### src/stbs_pkg.sv
// shared types and constants for the sorted table binary search core
`default_nettype none

package stbs_pkg;

  localparam int CAPACITY = 256;
  localparam int ADDR_W   = $clog2(CAPACITY);
  localparam int CNT_W    = ADDR_W + 1;
  localparam int DATA_W   = 32;
  localparam int REQ_W    = 3;
  localparam int STAT_W   = 2;

  // request codes, code 7 is unused and acts as a no-op
  typedef enum logic [REQ_W-1:0] {
    REQ_FIND    = 3'd0,
    REQ_ADD     = 3'd1,
    REQ_INCLUDE = 3'd2,
    REQ_REMOVE  = 3'd3,
    REQ_POP     = 3'd4,
    REQ_PEEK    = 3'd5,
    REQ_CLEAR   = 3'd6
  } req_t;

  // result status codes
  typedef enum logic [STAT_W-1:0] {
    ST_OK    = 2'd0,
    ST_EMPTY = 2'd1,
    ST_FULL  = 2'd2
  } status_t;

  // sequencer states
  typedef enum logic [2:0] {
    S_IDLE,
    S_SRCH,
    S_CMP,
    S_ACT,
    S_SHIFT,
    S_POP,
    S_FIN
  } state_t;

  // one access to the value store
  typedef struct packed {
    logic              we;
    logic [ADDR_W-1:0] waddr;
    logic [DATA_W-1:0] wdata;
    logic [ADDR_W-1:0] raddr;
  } mem_req_t;

  // one finished result
  typedef struct packed {
    logic [STAT_W-1:0]  status;
    logic               found;
    logic [CNT_W-1:0]   position;
    logic [DATA_W-1:0]  read_value;
    logic [CNT_W-1:0]   entry_count;
  } result_t;

endpackage

`default_nettype wire

### src/stbs_ctrl.sv
// request sequencer: binary search, entry shifting, pop and peek
`default_nettype none

module stbs_ctrl (
  input  wire logic                          clk,
  input  wire logic                          rst_n,
  input  wire logic                          in_accept,
  input  wire logic [stbs_pkg::REQ_W-1:0]    in_req_type,
  input  wire logic [stbs_pkg::DATA_W-1:0]   in_value,
  input  wire logic                          out_free,
  output logic                               idle,
  output logic                               done,
  output stbs_pkg::result_t                  res,
  output stbs_pkg::mem_req_t                 mem_req,
  input  wire logic [stbs_pkg::DATA_W-1:0]   mem_rdata
);

  localparam int CW = stbs_pkg::CNT_W;
  localparam int AW = stbs_pkg::ADDR_W;

  stbs_pkg::state_t  state_r, state_nxt;
  stbs_pkg::req_t    req_r, req_nxt;
  logic [stbs_pkg::DATA_W-1:0] key_r, key_nxt;
  logic [CW-1:0]     lo_r, lo_nxt;
  logic [CW-1:0]     hi_r, hi_nxt;
  logic [CW-1:0]     mid_r, mid_nxt;
  logic [CW-1:0]     pos_r, pos_nxt;
  logic              found_r, found_nxt;
  logic [stbs_pkg::STAT_W-1:0] status_r, status_nxt;
  logic [stbs_pkg::DATA_W-1:0] readv_r, readv_nxt;
  logic [CW-1:0]     count_r, count_nxt;
  logic [AW-1:0]     src_r, src_nxt;
  logic [CW-1:0]     rem_r, rem_nxt;
  logic              pend_r, pend_nxt;
  logic [AW-1:0]     pend_wr_r, pend_wr_nxt;
  logic              ins_r, ins_nxt;
  logic [CW-1:0]     mid_calc;
  logic [CW-1:0]     cnt_m1;

  assign mid_calc = ((hi_r - lo_r) >> 1) + lo_r;
  assign cnt_m1   = count_r - CW'(1);

  // control registers
  always_ff @(posedge clk) begin
    if (!rst_n) begin
      state_r <= stbs_pkg::S_IDLE;
      count_r <= '0;
      pend_r  <= 1'b0;
    end else begin
      state_r <= state_nxt;
      count_r <= count_nxt;
      pend_r  <= pend_nxt;
    end
  end

  // working and result registers
  always_ff @(posedge clk) begin
    req_r     <= req_nxt;
    key_r     <= key_nxt;
    lo_r      <= lo_nxt;
    hi_r      <= hi_nxt;
    mid_r     <= mid_nxt;
    pos_r     <= pos_nxt;
    found_r   <= found_nxt;
    status_r  <= status_nxt;
    readv_r   <= readv_nxt;
    src_r     <= src_nxt;
    rem_r     <= rem_nxt;
    pend_wr_r <= pend_wr_nxt;
    ins_r     <= ins_nxt;
  end

  // next state and store accesses
  always_comb begin
    state_nxt   = state_r;
    req_nxt     = req_r;
    key_nxt     = key_r;
    lo_nxt      = lo_r;
    hi_nxt      = hi_r;
    mid_nxt     = mid_r;
    pos_nxt     = pos_r;
    found_nxt   = found_r;
    status_nxt  = status_r;
    readv_nxt   = readv_r;
    count_nxt   = count_r;
    src_nxt     = src_r;
    rem_nxt     = rem_r;
    pend_nxt    = pend_r;
    pend_wr_nxt = pend_wr_r;
    ins_nxt     = ins_r;
    done        = 1'b0;
    mem_req     = '0;

    case (state_r)
      stbs_pkg::S_IDLE: begin
        if (in_accept) begin
          req_nxt    = stbs_pkg::req_t'(in_req_type);
          key_nxt    = in_value;
          lo_nxt     = '0;
          hi_nxt     = count_r;
          pos_nxt    = '0;
          found_nxt  = 1'b0;
          status_nxt = stbs_pkg::ST_OK;
          readv_nxt  = '0;
          case (stbs_pkg::req_t'(in_req_type))
            stbs_pkg::REQ_FIND, stbs_pkg::REQ_ADD,
            stbs_pkg::REQ_INCLUDE, stbs_pkg::REQ_REMOVE: begin
              state_nxt = stbs_pkg::S_SRCH;
            end
            stbs_pkg::REQ_POP, stbs_pkg::REQ_PEEK: begin
              if (count_r == '0) begin
                status_nxt = stbs_pkg::ST_EMPTY;
                state_nxt  = stbs_pkg::S_FIN;
              end else begin
                mem_req.raddr = cnt_m1[AW-1:0];
                state_nxt     = stbs_pkg::S_POP;
              end
            end
            stbs_pkg::REQ_CLEAR: begin
              count_nxt = '0;
              state_nxt = stbs_pkg::S_FIN;
            end
            default: begin
              state_nxt = stbs_pkg::S_FIN;
            end
          endcase
        end
      end

      // issue the midpoint read, or settle on the insertion point
      stbs_pkg::S_SRCH: begin
        if (lo_r < hi_r) begin
          mid_nxt       = mid_calc;
          mem_req.raddr = mid_calc[AW-1:0];
          state_nxt     = stbs_pkg::S_CMP;
        end else begin
          pos_nxt   = lo_r;
          found_nxt = 1'b0;
          state_nxt = stbs_pkg::S_ACT;
        end
      end

      // signed compare of the key against the midpoint entry
      stbs_pkg::S_CMP: begin
        if (key_r == mem_rdata) begin
          pos_nxt   = mid_r;
          found_nxt = 1'b1;
          state_nxt = stbs_pkg::S_ACT;
        end else if ($signed(key_r) > $signed(mem_rdata)) begin
          lo_nxt    = mid_r + CW'(1);
          state_nxt = stbs_pkg::S_SRCH;
        end else begin
          hi_nxt    = mid_r;
          state_nxt = stbs_pkg::S_SRCH;
        end
      end

      // decide on insert, delete or nothing after the search
      stbs_pkg::S_ACT: begin
        pend_nxt  = 1'b0;
        state_nxt = stbs_pkg::S_FIN;
        case (req_r)
          stbs_pkg::REQ_ADD, stbs_pkg::REQ_INCLUDE: begin
            if (req_r == stbs_pkg::REQ_ADD || !found_r) begin
              if (count_r >= CW'(stbs_pkg::CAPACITY)) begin
                status_nxt = stbs_pkg::ST_FULL;
              end else begin
                ins_nxt   = 1'b1;
                rem_nxt   = count_r - pos_r;
                src_nxt   = cnt_m1[AW-1:0];
                state_nxt = stbs_pkg::S_SHIFT;
              end
            end
          end
          stbs_pkg::REQ_REMOVE: begin
            if (found_r) begin
              ins_nxt   = 1'b0;
              rem_nxt   = cnt_m1 - pos_r;
              src_nxt   = pos_r[AW-1:0] + AW'(1);
              state_nxt = stbs_pkg::S_SHIFT;
            end
          end
          default: begin
            state_nxt = stbs_pkg::S_FIN;
          end
        endcase
      end

      // move one entry per cycle: read one address, write the one read before
      stbs_pkg::S_SHIFT: begin
        if (pend_r) begin
          mem_req.we    = 1'b1;
          mem_req.waddr = pend_wr_r;
          mem_req.wdata = mem_rdata;
        end
        if (rem_r != '0) begin
          mem_req.raddr = src_r;
          pend_nxt      = 1'b1;
          pend_wr_nxt   = ins_r ? (src_r + AW'(1)) : (src_r - AW'(1));
          src_nxt       = ins_r ? (src_r - AW'(1)) : (src_r + AW'(1));
          rem_nxt       = rem_r - CW'(1);
        end else if (pend_r) begin
          pend_nxt = 1'b0;
        end else begin
          if (ins_r) begin
            mem_req.we    = 1'b1;
            mem_req.waddr = pos_r[AW-1:0];
            mem_req.wdata = key_r;
            count_nxt     = count_r + CW'(1);
          end else begin
            count_nxt = cnt_m1;
          end
          state_nxt = stbs_pkg::S_FIN;
        end
      end

      // last entry read back for pop and peek
      stbs_pkg::S_POP: begin
        readv_nxt = mem_rdata;
        if (req_r == stbs_pkg::REQ_POP) begin
          count_nxt = cnt_m1;
        end
        state_nxt = stbs_pkg::S_FIN;
      end

      // hand the result over once the output register is free
      stbs_pkg::S_FIN: begin
        if (out_free) begin
          done      = 1'b1;
          state_nxt = stbs_pkg::S_IDLE;
        end
      end

      default: begin
        state_nxt = stbs_pkg::S_IDLE;
      end
    endcase
  end

  // result and status toward the top level
  assign idle            = (state_r == stbs_pkg::S_IDLE);
  assign res.status      = status_r;
  assign res.found       = found_r;
  assign res.position    = pos_r;
  assign res.read_value  = readv_r;
  assign res.entry_count = count_r;

endmodule

`default_nettype wire

### config.mk
export PLATFORM = sky130hd
export DESIGN_NAME = stbs_ctrl
export DESIGN_NICKNAME = d
export VERILOG_FILES = /design/src/stbs_pkg.sv /design/src/stbs_ctrl.sv
export SDC_FILE = /design/constraint.sdc
export NUM_CORES = 1
export LEC_CHECK = 0
export BUFFER_PORTS_ARGS = -buffer_cell sky130_fd_sc_hd__buf_2
export CORE_ASPECT_RATIO = 1.5
export CORE_MARGIN = 2
export CORE_UTILIZATION = 62
export CTS_BUF_LIST = sky130_fd_sc_hd__clkbuf_8
export DETAILED_ROUTE_END_ITERATION = 16
export MAX_ROUTING_LAYER = met4
export PLACE_DENSITY_LB_ADDON = 0.08
export SLEW_MARGIN = 20
export SYNTH_ARGS = -nofsm -noshare
export SYNTH_HDL_FRONTEND = slang
export SYNTH_SLANG_ARGS = --single-unit
### constraint.sdc
create_clock -name clk -period 6.7 [get_ports clk]
set_input_delay 1.005 -clock clk [delete_from_list [all_inputs] [get_ports clk]]
set_output_delay 1.005 -clock clk [all_outputs]
set_load 0.01 [all_outputs]
### Word-level counts from Yosys, hierarchy flattened

Cells that the tools add are included.

| word-level totals | value |
|---|---|
| register bits | 145 |
| output and inout port bits | 104 |

| operators by class | value |
|---|---|
| add/sub/neg operators | 11 |
| $lt $le $gt $ge | 3 |
| equal/unequal tests | 39 |
| mux-type cells | 77 |
| reductions and logical operators | 28 |

Operators with widths:

| operator | number |
|---|---|
| $mux W41 | 5 |
| $mux W9 | 18 |
| $mux W8 | 11 |
| $pmux W9 S2 | 4 |
| $pmux W32 S2 | 1 |
| $pmux W9 S3 | 2 |
| $eq A32 B32 Y1 | 1 |
| $gt A32 B32 Y1 | 1 |
| $mux W32 | 1 |
| $ne A2 B2 Y1 const B | 16 |
| $pmux W8 S2 | 2 |
| $sub A9 B9 Y9 | 3 |
| $pmux W8 S3 | 1 |
| $eq A3 B3 Y1 const B | 7 |
| $pmux W3 S7 | 1 |
| $add A9 B1 Y9 const B | 2 |
| $eq A3 B2 Y1 const B | 6 |
| $mux W2 | 9 |
| $sub A9 B1 Y9 const B | 2 |
| $add A8 B1 Y8 const B | 2 |
| $reduce_and A4 Y1 | 4 |
| $mux W1 | 12 |
| $mux W3 | 4 |
| $pmux W3 S2 | 2 |
| other kinds (23) | 41 |

### Logic depth before layout (Yosys ltp)

Gate-level depths: netlist of run 1.

| depth | value |
|---|---|
| depth after elaboration | 5 |
| depth in mapped cells | 17 |

### Worst setup path after synthesis of run 1

OpenSTA, ideal clock, no wires.

| timing path | value |
|---|---|
| path type | input to output |
| start | input port in_accept |
| end | output port mem_req[2] in the netlist's numbering |
| data arrival time | 2,936 ps |
| slack | 2,759 ps |
| stages on the path | 5 |
| path buffers | 1 |
| cells stage by stage | and2_1 -> clkbuf_1 -> nand3_1 -> o21ai_0 -> a31o_2 |

RTL lines:

| element | RTL line | text |
|---|---|---|
| from (decl) | stbs_ctrl.sv:7 | `input wire logic in_accept,` |
| to (decl) | stbs_ctrl.sv:14 | `output stbs_pkg::mem_req_t mem_req,` |

==> results.txt, run 1 <==
----------------------------------------------------
[Cells and area]
  Final layout net count ... 1192
  Commonest cells after routing, fill and taps aside ... buf_2 (174), edfxtp_1 (132), nand2_1 (89)
  Count of antenna diodes in the layout ... 0
  Share of post-route cells with drive strength above 1 ... 0.222
  Most frequent standard cell in the layout excluding fill and tap cells ... buf_2
  Area growth syn-to-layout ... 15.3%

[STA]
  Portion of the clock cycle consumed by the worst path in the final layout ... 0.692
  Sum Neg Setup Slack ... 0 ps
  Final setup violating endpoints ... 0
  Setup repair after global routing missed its margin ... false
  Final number of hold-violating endpoints ... 0
  Post-layout minimum cycle time ... 4640 ps
  Max-slew headroom ... 0.276
  Worst slew pin tran ... 1090 ps
  Max Fclk ... 0.216 GHz
  Setup skew after layout ... 15.0 ps
  Final Max Tran Viols ... 0

[Die]
  Top-level I/O count ... 175
  Die width ... 103 microns
  Core Footprint ... 14500 sq um
  Starting density of the core ... 0.631
  Number of rows created at floorplan ... 54
  Die Y ... 153 microns
  Die area ... 15700 sq um

[Power]
  Switching part of the total ... 0.421
  Cell Int Power ... 2650 uW
  Reported leakage power ... 0.00478 uW
  Clock share of power ... 0.158
  Overall power of the completed layout ... 4570 uW
  Part of the total power dissipated in combinational logic ... 0.477
  Total power density per cell area ... 435 nW/um^2
  Maximum resistive drop on vdd ... 0.731 mV
  Switching Power ... 1930 uW
  Proportion of power drawn by flip-flops and latches ... 0.365

[Route]
  First-pass DRT Iterations ... 5
  Count of unresolved DRC violations after routing ... 0
  Post-DRT Antenna Nets ... 0
  Total number of vias ... 7545
  Initial detailed-routing violation count ... 486
  Total Routed Length ... 23.3 mm
  Post-detailed-route wirelength per cell ... 18.5 microns
  Average vias per placed instance ... 5.97

[Global route]
  Aggregate global-route resource usage ... 0.307
  Global routing met1 resource utilization ... 0.348
  Via count of the first global-routing pass ... 7202
  Antenna violations before repair ... 0
  Fraction of met3 tracks used by global routing ... 0.0482
  Pin count of the biggest net entering global routing ... 47
  Met2 layer usage reported by global route ... 0.522
  Global route overflow ... 0
  GRT busiest layer ... met2
  First-pass GRT wire length ... 36.0 mm

[Yosys]
  Mapped Cells ... 901
  Post-synthesis cell type count ... 63
  Net Count, Synth ... 1039
  Synth async-reset ratio ... 0
  Netlist Area Pre-Place ... 9120 sq um
  Commonest register cell after synthesis ... edfxtp_1
  Post-synthesis sequential element count ... 145
  Sequential element share of the synthesized area ... 0.463
  Avg Inst Size Synth ... 10.1 sq um
  Number of enable-type register cells in the synthesized netlist ... 132
  Number of warnings reported in the yosys synthesis log ... 0

[Clocking]
  CTS tree ... built
  Register clock-pin slew on the reported worst setup and hold paths ... 90 ps
  TritonCTS buffer count ... 17
  Total setup buffers inserted after CTS ... 0
  Post-cts hold buffer count ... 0
  Insertion delay to the later sink of the worst-skew pair ... 460 ps
  Htree depth ... 4
  Maximum clock insertion buffer count ... 2
  Clock tree sinks ... 145
  # resized after CTS ... 0
  Clock root buffer ... clkbuf_8

[Critical path]
  Critical Path Fanout Max ... 3
  Delay contributed by the slowest stage of the critical path ... 430 ps
  CP startpoint kind ... flip-flop
  RR Startpoint ... req_r[2]
  Category of the most critical setup path ... reg2out
  Critical path origin ... lo_r[1]
  Worst Path Arrival ... 3630 ps
  Crit path capture type ... output port
  Slowest CP cell ... edfxtp_1
  Required time at the endpoint of the critical path ... 5690 ps
  Crit-path cells ... inv_1, ha_1, nor2b_1, o21ai_0, nand2_1, xor2_1, ha_1, a21oi_1, nor2b_1, o21a_1, o41ai_1, xnor2_1, a31o_2, buf_2

[Placement]
  Dpl hpwl ... 17.6 mm
  Final weighted congestion in routability-driven placement ... 0.865
  Count of port buffers added during placement ... 174

[Run]
  Max capacitance violation total ... 0

[Outcome]
  Outcome ... finished clean

[Hold path]
  Type of the tightest min-delay check ... reg2reg
  Origin of the worst min-delay path ... pend_r

----------------------------------------------------
## registers in the layout, indices dropped and copies added, names as in the netlist
| name | cells |
|---|---|
| ins_r | 1 |
| count_r | 9 |
| src_r | 8 |
| found_r | 1 |
| hi_r | 9 |
| lo_r | 9 |
| readv_r | 32 |
| rem_r | 9 |
| pos_r | 9 |
| pend_wr_r | 8 |
| status_r | 2 |
| pend_r | 1 |
| key_r | 32 |
| req_r | 3 |
| mid_r | 9 |
| state_r | 3 |
## synthesized netlist by cell type, types with 6 or more instances
cell,count,area (sq um)
a21o_1,10,75.1
a21oi_1,38,190
a22o_1,44,385
a31o_2,9,78.8
and3_1,43,269
buf_2,6,30.0
clkbuf_1,39,146
dfxtp_1,13,260
edfxtp_1,132,3960
ha_1,64,801
inv_1,72,270
mux2i_1,10,100
nand2_1,89,334
nand2b_1,9,56.3
nand3_1,32,160
nand4_1,11,68.8
nor2_1,54,203
nor2b_1,7,43.8
nor3_1,14,70.1
o211ai_1,8,60.1
o21ai_0,43,215
or3_1,6,37.5
xnor2_1,41,359
xor2_1,29,254
## worst max-delay path: cells and delay by family (launching register included)
family	cells	cell delay, ps
AO/OA/AOI/OAI	5	1180
flip-flops	1	430
buffers and inverters	2	310
AND/OR/NAND/NOR	3	320
adder cells (fa/ha/maj)	2	580
XOR/XNOR	2	340
## final timing paths
check	endpoint	cells after the start	slack [ps]
worst max-delay path	mem_req[7]	14	2060
worst min-delay path	pend_r	2	590
worst max register to register	rem_r[7]	11	2610
worst min register to register	pend_r	2	590
## metal layers
| metal | vias up | share of wire |
|---|---|---|
| met5 | - | 0 |
| met4 | 0 | 0.043 |
| met3 | 76 | 0.071 |
| met2 | 333 | 0.52 |
| met1 | 3546 | 0.37 |
| li1 | 3590 | - |
## logic make-up after synthesis
logic type	synth area share
compound gates	0.153
xor+xnor	0.0672
fa+ha+maj	0.0944
buf+inv	0.0523
flops	0.463
mux	0.0110
simple gates	0.159
## power by group through the flow
stage	Clock, uW	Combinational, uW	Sequential (uW)
after global placement	0	2120	1680
after global routing	763	2410	1700
after CTS	729	2170	1660
final	723	2180	1670
after detailed placement	0	2150	1680
after floorplan	0	1560	1620
## layout make-up
type | instances | area, sq um
fill | 1154 | 3950
tap | 196 | 245
inverter | 74 | 278
sequential | 145 | 4220
timing repair buffer | 182 | 931
multi-input combinational | 634 | 4430
clock buffer | 17 | 234
clock inverter | 15 | 171
## metrics by stage
stage,cells,utilization,cell area [sq um],setup slack (ps),hold WS [ps]
2_1_floorplan,901,-,9120,2760,544
3_3_place_gp,1231,0.699,10100,2550,567
3_5_place_dp,1231,0.699,10100,2520,585
4_1_cts,1263,0.727,10500,2080,599
5_1_grt,1263,0.727,10500,1720,639
6_report,1263,0.727,10500,2060,594
Note: power is estimated with default switching activity, not from simulation.
==> run 2: changes to the inputs <==
--- a/config.mk
+++ b/config.mk
@@ -5,10 +5,11 @@
 export SDC_FILE = /design/constraint.sdc
 export NUM_CORES = 1
 export LEC_CHECK = 0
+export ABC_AREA = 1
 export BUFFER_PORTS_ARGS = -buffer_cell sky130_fd_sc_hd__buf_2
 export CORE_ASPECT_RATIO = 1.5
 export CORE_MARGIN = 2
-export CORE_UTILIZATION = 62
+export CORE_UTILIZATION = 52
 export CTS_BUF_LIST = sky130_fd_sc_hd__clkbuf_8
 export DETAILED_ROUTE_END_ITERATION = 16
 export MAX_ROUTING_LAYER = met4
==> constraint.sdc (replaced) <==
create_clock -name clk -period 4.22 [get_ports clk]
set_input_delay 0.633 -clock clk [delete_from_list [all_inputs] [get_ports clk]]
set_output_delay 0.633 -clock clk [all_outputs]
set_load 0.01 [all_outputs]
==> results.txt, run 2 <==
----------------------------------------------------
[Power]
  Switching Power ... 4610 uW (+140%)
  Clock share of power ... 0.116 (-0.042)
  Reported leakage power ... 0.00502 uW (+5.0%)
  Switching part of the total ... 0.484 (+0.0625)
  Part of the total power dissipated in combinational logic ... 0.572 (+0.095)
  Proportion of power drawn by flip-flops and latches ... 0.312 (-0.053)
  Maximum resistive drop on vdd ... 1.08 mV (+48%)
  Total power density per cell area ... 891 nW/um^2 (+100%)
  Cell Int Power ... 4920 uW (+86%)

[Die]
  Die area ... 18800 sq um (+20%)
  Die width ... 113 microns (+9.3%)
  Number of rows created at floorplan ... 59 (+9.3%)
  Core Footprint ... 17300 sq um (+20%)
  Top-level I/O count ... 175 (unchanged)
  Die Y ... 167 microns (+9.4%)
  Starting density of the core ... 0.530 (-0.100)

[STA]
  Setup repair after global routing missed its margin ... true
  Setup skew after layout ... 15.2 ps (+0.236 ps)
  Portion of the clock cycle consumed by the worst path in the final layout ... 0.944
  Final number of hold-violating endpoints ... 0 (unchanged)
  Final setup violating endpoints ... 0 (unchanged)
  Final hold slack ... 337 ps (-257 ps)
  Max-slew headroom ... 0.411 (+0.135)
  Post-layout minimum cycle time ... 3980 ps
  Worst slew pin tran ... 883 ps (-203 ps)
  Final Max Tran Viols ... 0 (unchanged)
  Max Fclk ... 0.251 GHz

[Route]
  Initial detailed-routing violation count ... 608 (+25%)
  Post-DRT Antenna Nets ... 0 (unchanged)
  Post-detailed-route wirelength per cell ... 17.3 microns (-6.3%)
  First-pass DRT Iterations ... 7 (+2)
  Count of unresolved DRC violations after routing ... 0 (unchanged)
  Total number of vias ... 8067 (+6.9%)
  Average vias per placed instance ... 5.50 (-8.0%)
  Total Routed Length ... 25.4 mm (+8.9%)

[Yosys]
  Cell accounting for the most synthesized area ... edfxtp_1
  Number of enable-type register cells in the synthesized netlist ... 132 (unchanged)
  Net Count, Synth ... 1207 (+16%)
  Post-synthesis sequential element count ... 145 (unchanged)
  Cells taking the most area after synthesis ... edfxtp_1 (43%), ha_1 (8.7%), nand2_1 (7.9%)
  Number of warnings reported in the yosys synthesis log ... 0 (unchanged)
  Netlist Area Pre-Place ... 9200 sq um (+0.92%)
  Avg Inst Size Synth ... 8.61 sq um (-15%)
  Most used standard cell by instance count after synthesis ... nand2_1
  Share of the synthesized area in the top cell type ... 0.431 (-0.00396)
  Synth async-reset ratio ... 0 (unchanged)
  Post-synthesis cell type count ... 43 (-32%)
  Sequential element share of the synthesized area ... 0.459 (-0.00422)
  Mapped Cells ... 1069 (+19%)
  Top cells by count, synth ... nand2_1 (193), inv_1 (158), edfxtp_1 (132)
  Commonest register cell after synthesis ... edfxtp_1

[Cells and area]
  Commonest cells after routing, fill and taps aside ... nand2_1 (193), buf_2 (174), inv_1 (158)
  Final layout net count ... 1380 (+16%)
  Count of antenna diodes in the layout ... 0 (unchanged)
  Share of post-route cells with drive strength above 1 ... 0.204 (-0.0181)
  Most frequent standard cell in the layout excluding fill and tap cells ... nand2_1
  Post-route standard cell area excluding fillers ... 10700 sq um (+1.9%)
  Final cell count without fillers ... 1468 (+16%)
  Top flop regs ... key_r x32, readv_r x32
  Area growth syn-to-layout ... 16.4%

[Critical path]
  CP startpoint kind ... flip-flop
  Crit-path cells ... inv_1, ha_1, a21oi_1, o21ai_0, a21oi_2, nor2_1, nor2_1, xor2_1, ha_1, a21oi_1, nand3_1, xor2_2, nand2_1, o211ai_1, buf_2
  Worst Path Arrival ... 3350 ps (-280 ps)
  R2R Path End ... rem_r[8]
  Crit path capture type ... output port
  Number of cells on the worst reg-to-reg path ... 17 (+6)
  RR Startpoint ... count_r[0]
  Delay contributed by the slowest stage of the critical path ... 380 ps (-50 ps)
  Worst reg2reg setup slack ... 1140 ps (-1470 ps)
  Kind of cell adding the most delay to the critical path ... compound AO/OA/AOI/OAI gates
  Required time at the endpoint of the critical path ... 3590 ps (-2100 ps)
  Category of the most critical setup path ... reg2out
  CP bufs+invs ... 2 (unchanged)
  Slowest CP cell ... edfxtp_1
  Critical Path Fanout Max ... 5 (+2)

[Hold path]
  Type of the tightest min-delay check ... in2reg
  Capture endpoint of the worst hold path ... key_r[19]
  Hold-critical path depth ... 1 (-1)
  Origin of the worst min-delay path ... in_value[19]

[Placement]
  DP Cell Count ... 1436 (+17%)
  Dpl hpwl ... 19.3 mm (+9.4%)
  Cell area after placement ... 10300 sq um (+2.1%)
  Count of port buffers added during placement ... 174 (unchanged)
  Final weighted congestion in routability-driven placement ... 0.931 (+7.7%)

[Global route]
  First-pass GRT wire length ... 39.2 mm (+9.0%)
  Via count of the first global-routing pass ... 7684 (+6.7%)
  Global route overflow ... 0 (unchanged)
  Aggregate global-route resource usage ... 0.276 (-0.0307)
  Pin count of the biggest net entering global routing ... 42 (-11%)
  Antenna violations before repair ... 0 (unchanged)

[Clocking]
  Total setup buffers inserted after CTS ... 0 (unchanged)
  Register clock-pin slew on the reported worst setup and hold paths ... 90 ps (about the same)
  TritonCTS buffer count ... 17 (unchanged)
  CTS tree ... built
  Htree depth ... 4 (unchanged)
  Insertion delay to the later sink of the worst-skew pair ... 470 ps (about the same)
  Clock root buffer ... clkbuf_8
  Maximum clock insertion buffer count ... 2 (unchanged)
  Post-cts hold buffer count ... 0 (unchanged)
  Clock tree sinks ... 145 (unchanged)
  # resized after CTS ... 0 (unchanged)

[Outcome]
  Outcome ... finished clean

[Run]
  Max capacitance violation total ... 0 (unchanged)

----------------------------------------------------
run 2: worst reg2reg max path, cell delays in order (launching register included):
cell and delay (ps):
dfxtp_1 310, buf_4 160, inv_1 200, nand3_1 150, nor2_1 200, nand4_1 130
or2_2 300, nand2_1 240, o21ai_0 130, ha_1 330, a21oi_1 150, o21ai_0 80
a21oi_1 170, inv_1 60, nand3_1 70, nand2_1 50, nand2_1 50, nand2_1 60
run 2: power by group through the flow:
stage	clock network, uW	logic, uW	registers, uW
detailed placement	0	5380	3000
finish	1100	5460	2980
global placement	0	5350	2990
global route	1170	6170	3040
CTS	1120	5420	2970
floorplan	0	3660	2950
run 2: per-stage QoR:
stage           util  TNS [ps]  power, uW  worst slack, ps
3_3_place_gp   0.595         0       8340              750
5_1_grt        0.617     -7.95      10400            -7.95
4_1_cts        0.617         0       9510              187
2_1_floorplan      -         0       6610              508
3_5_place_dp   0.595         0       8380              698
6_report       0.617         0       9540              238
run 2: routing by layer:
| layer | track usage | routed length (microns) |
|---|---|---|
| met5 | - | 0 |
| met1 | 0.309 | 9820 |
| met3 | 0.0491 | 1680 |
| met4 | 0.114 | 975 |
| met2 | 0.483 | 12900 |
run 2: final cells by class:
type / count / area (sq um)
clock buffers: 17 / 234
clock inverters: 15 / 146
fillers: 1602 / 6640
inverters: 170 / 638
multi-input cells: 719 / 4220
flip-flops and latches: 145 / 4220
well taps: 213 / 267
repair buffers: 189 / 983
run 2: cell families (layout without fill, tap and decap cells):
| family | after synthesis | after routing | synth area share |
|---|---|---|---|
| AO/OA/AOI/OAI | 209 | 209 | 0.137 |
| flip-flops | 145 | 145 | 0.459 |
| buffers and inverters | 205 | 391 | 0.0847 |
| XOR/XNOR | 43 | 43 | 0.0409 |
| adder cells (fa/ha/maj) | 67 | 67 | 0.0936 |
| multiplexers | 1 | 1 | 0.00109 |
| AND/OR/NAND/NOR | 399 | 399 | 0.184 |
run 2: how the worst max path moves through the flow:
| stage | endpoint | startpoint | cells after the start |
|---|---|---|---|
| global route | mem_req[7] | lo_r[4] | 15 |
| detailed placement | mem_req[7] | lo_r[2] | 15 |
| CTS | mem_req[7] | lo_r[2] | 15 |
| finish | mem_req[7] | lo_r[2] | 15 |
| global placement | mem_req[6] | hi_r[0] | 18 |
| floorplan | mem_req[2] | in_accept | 6 |
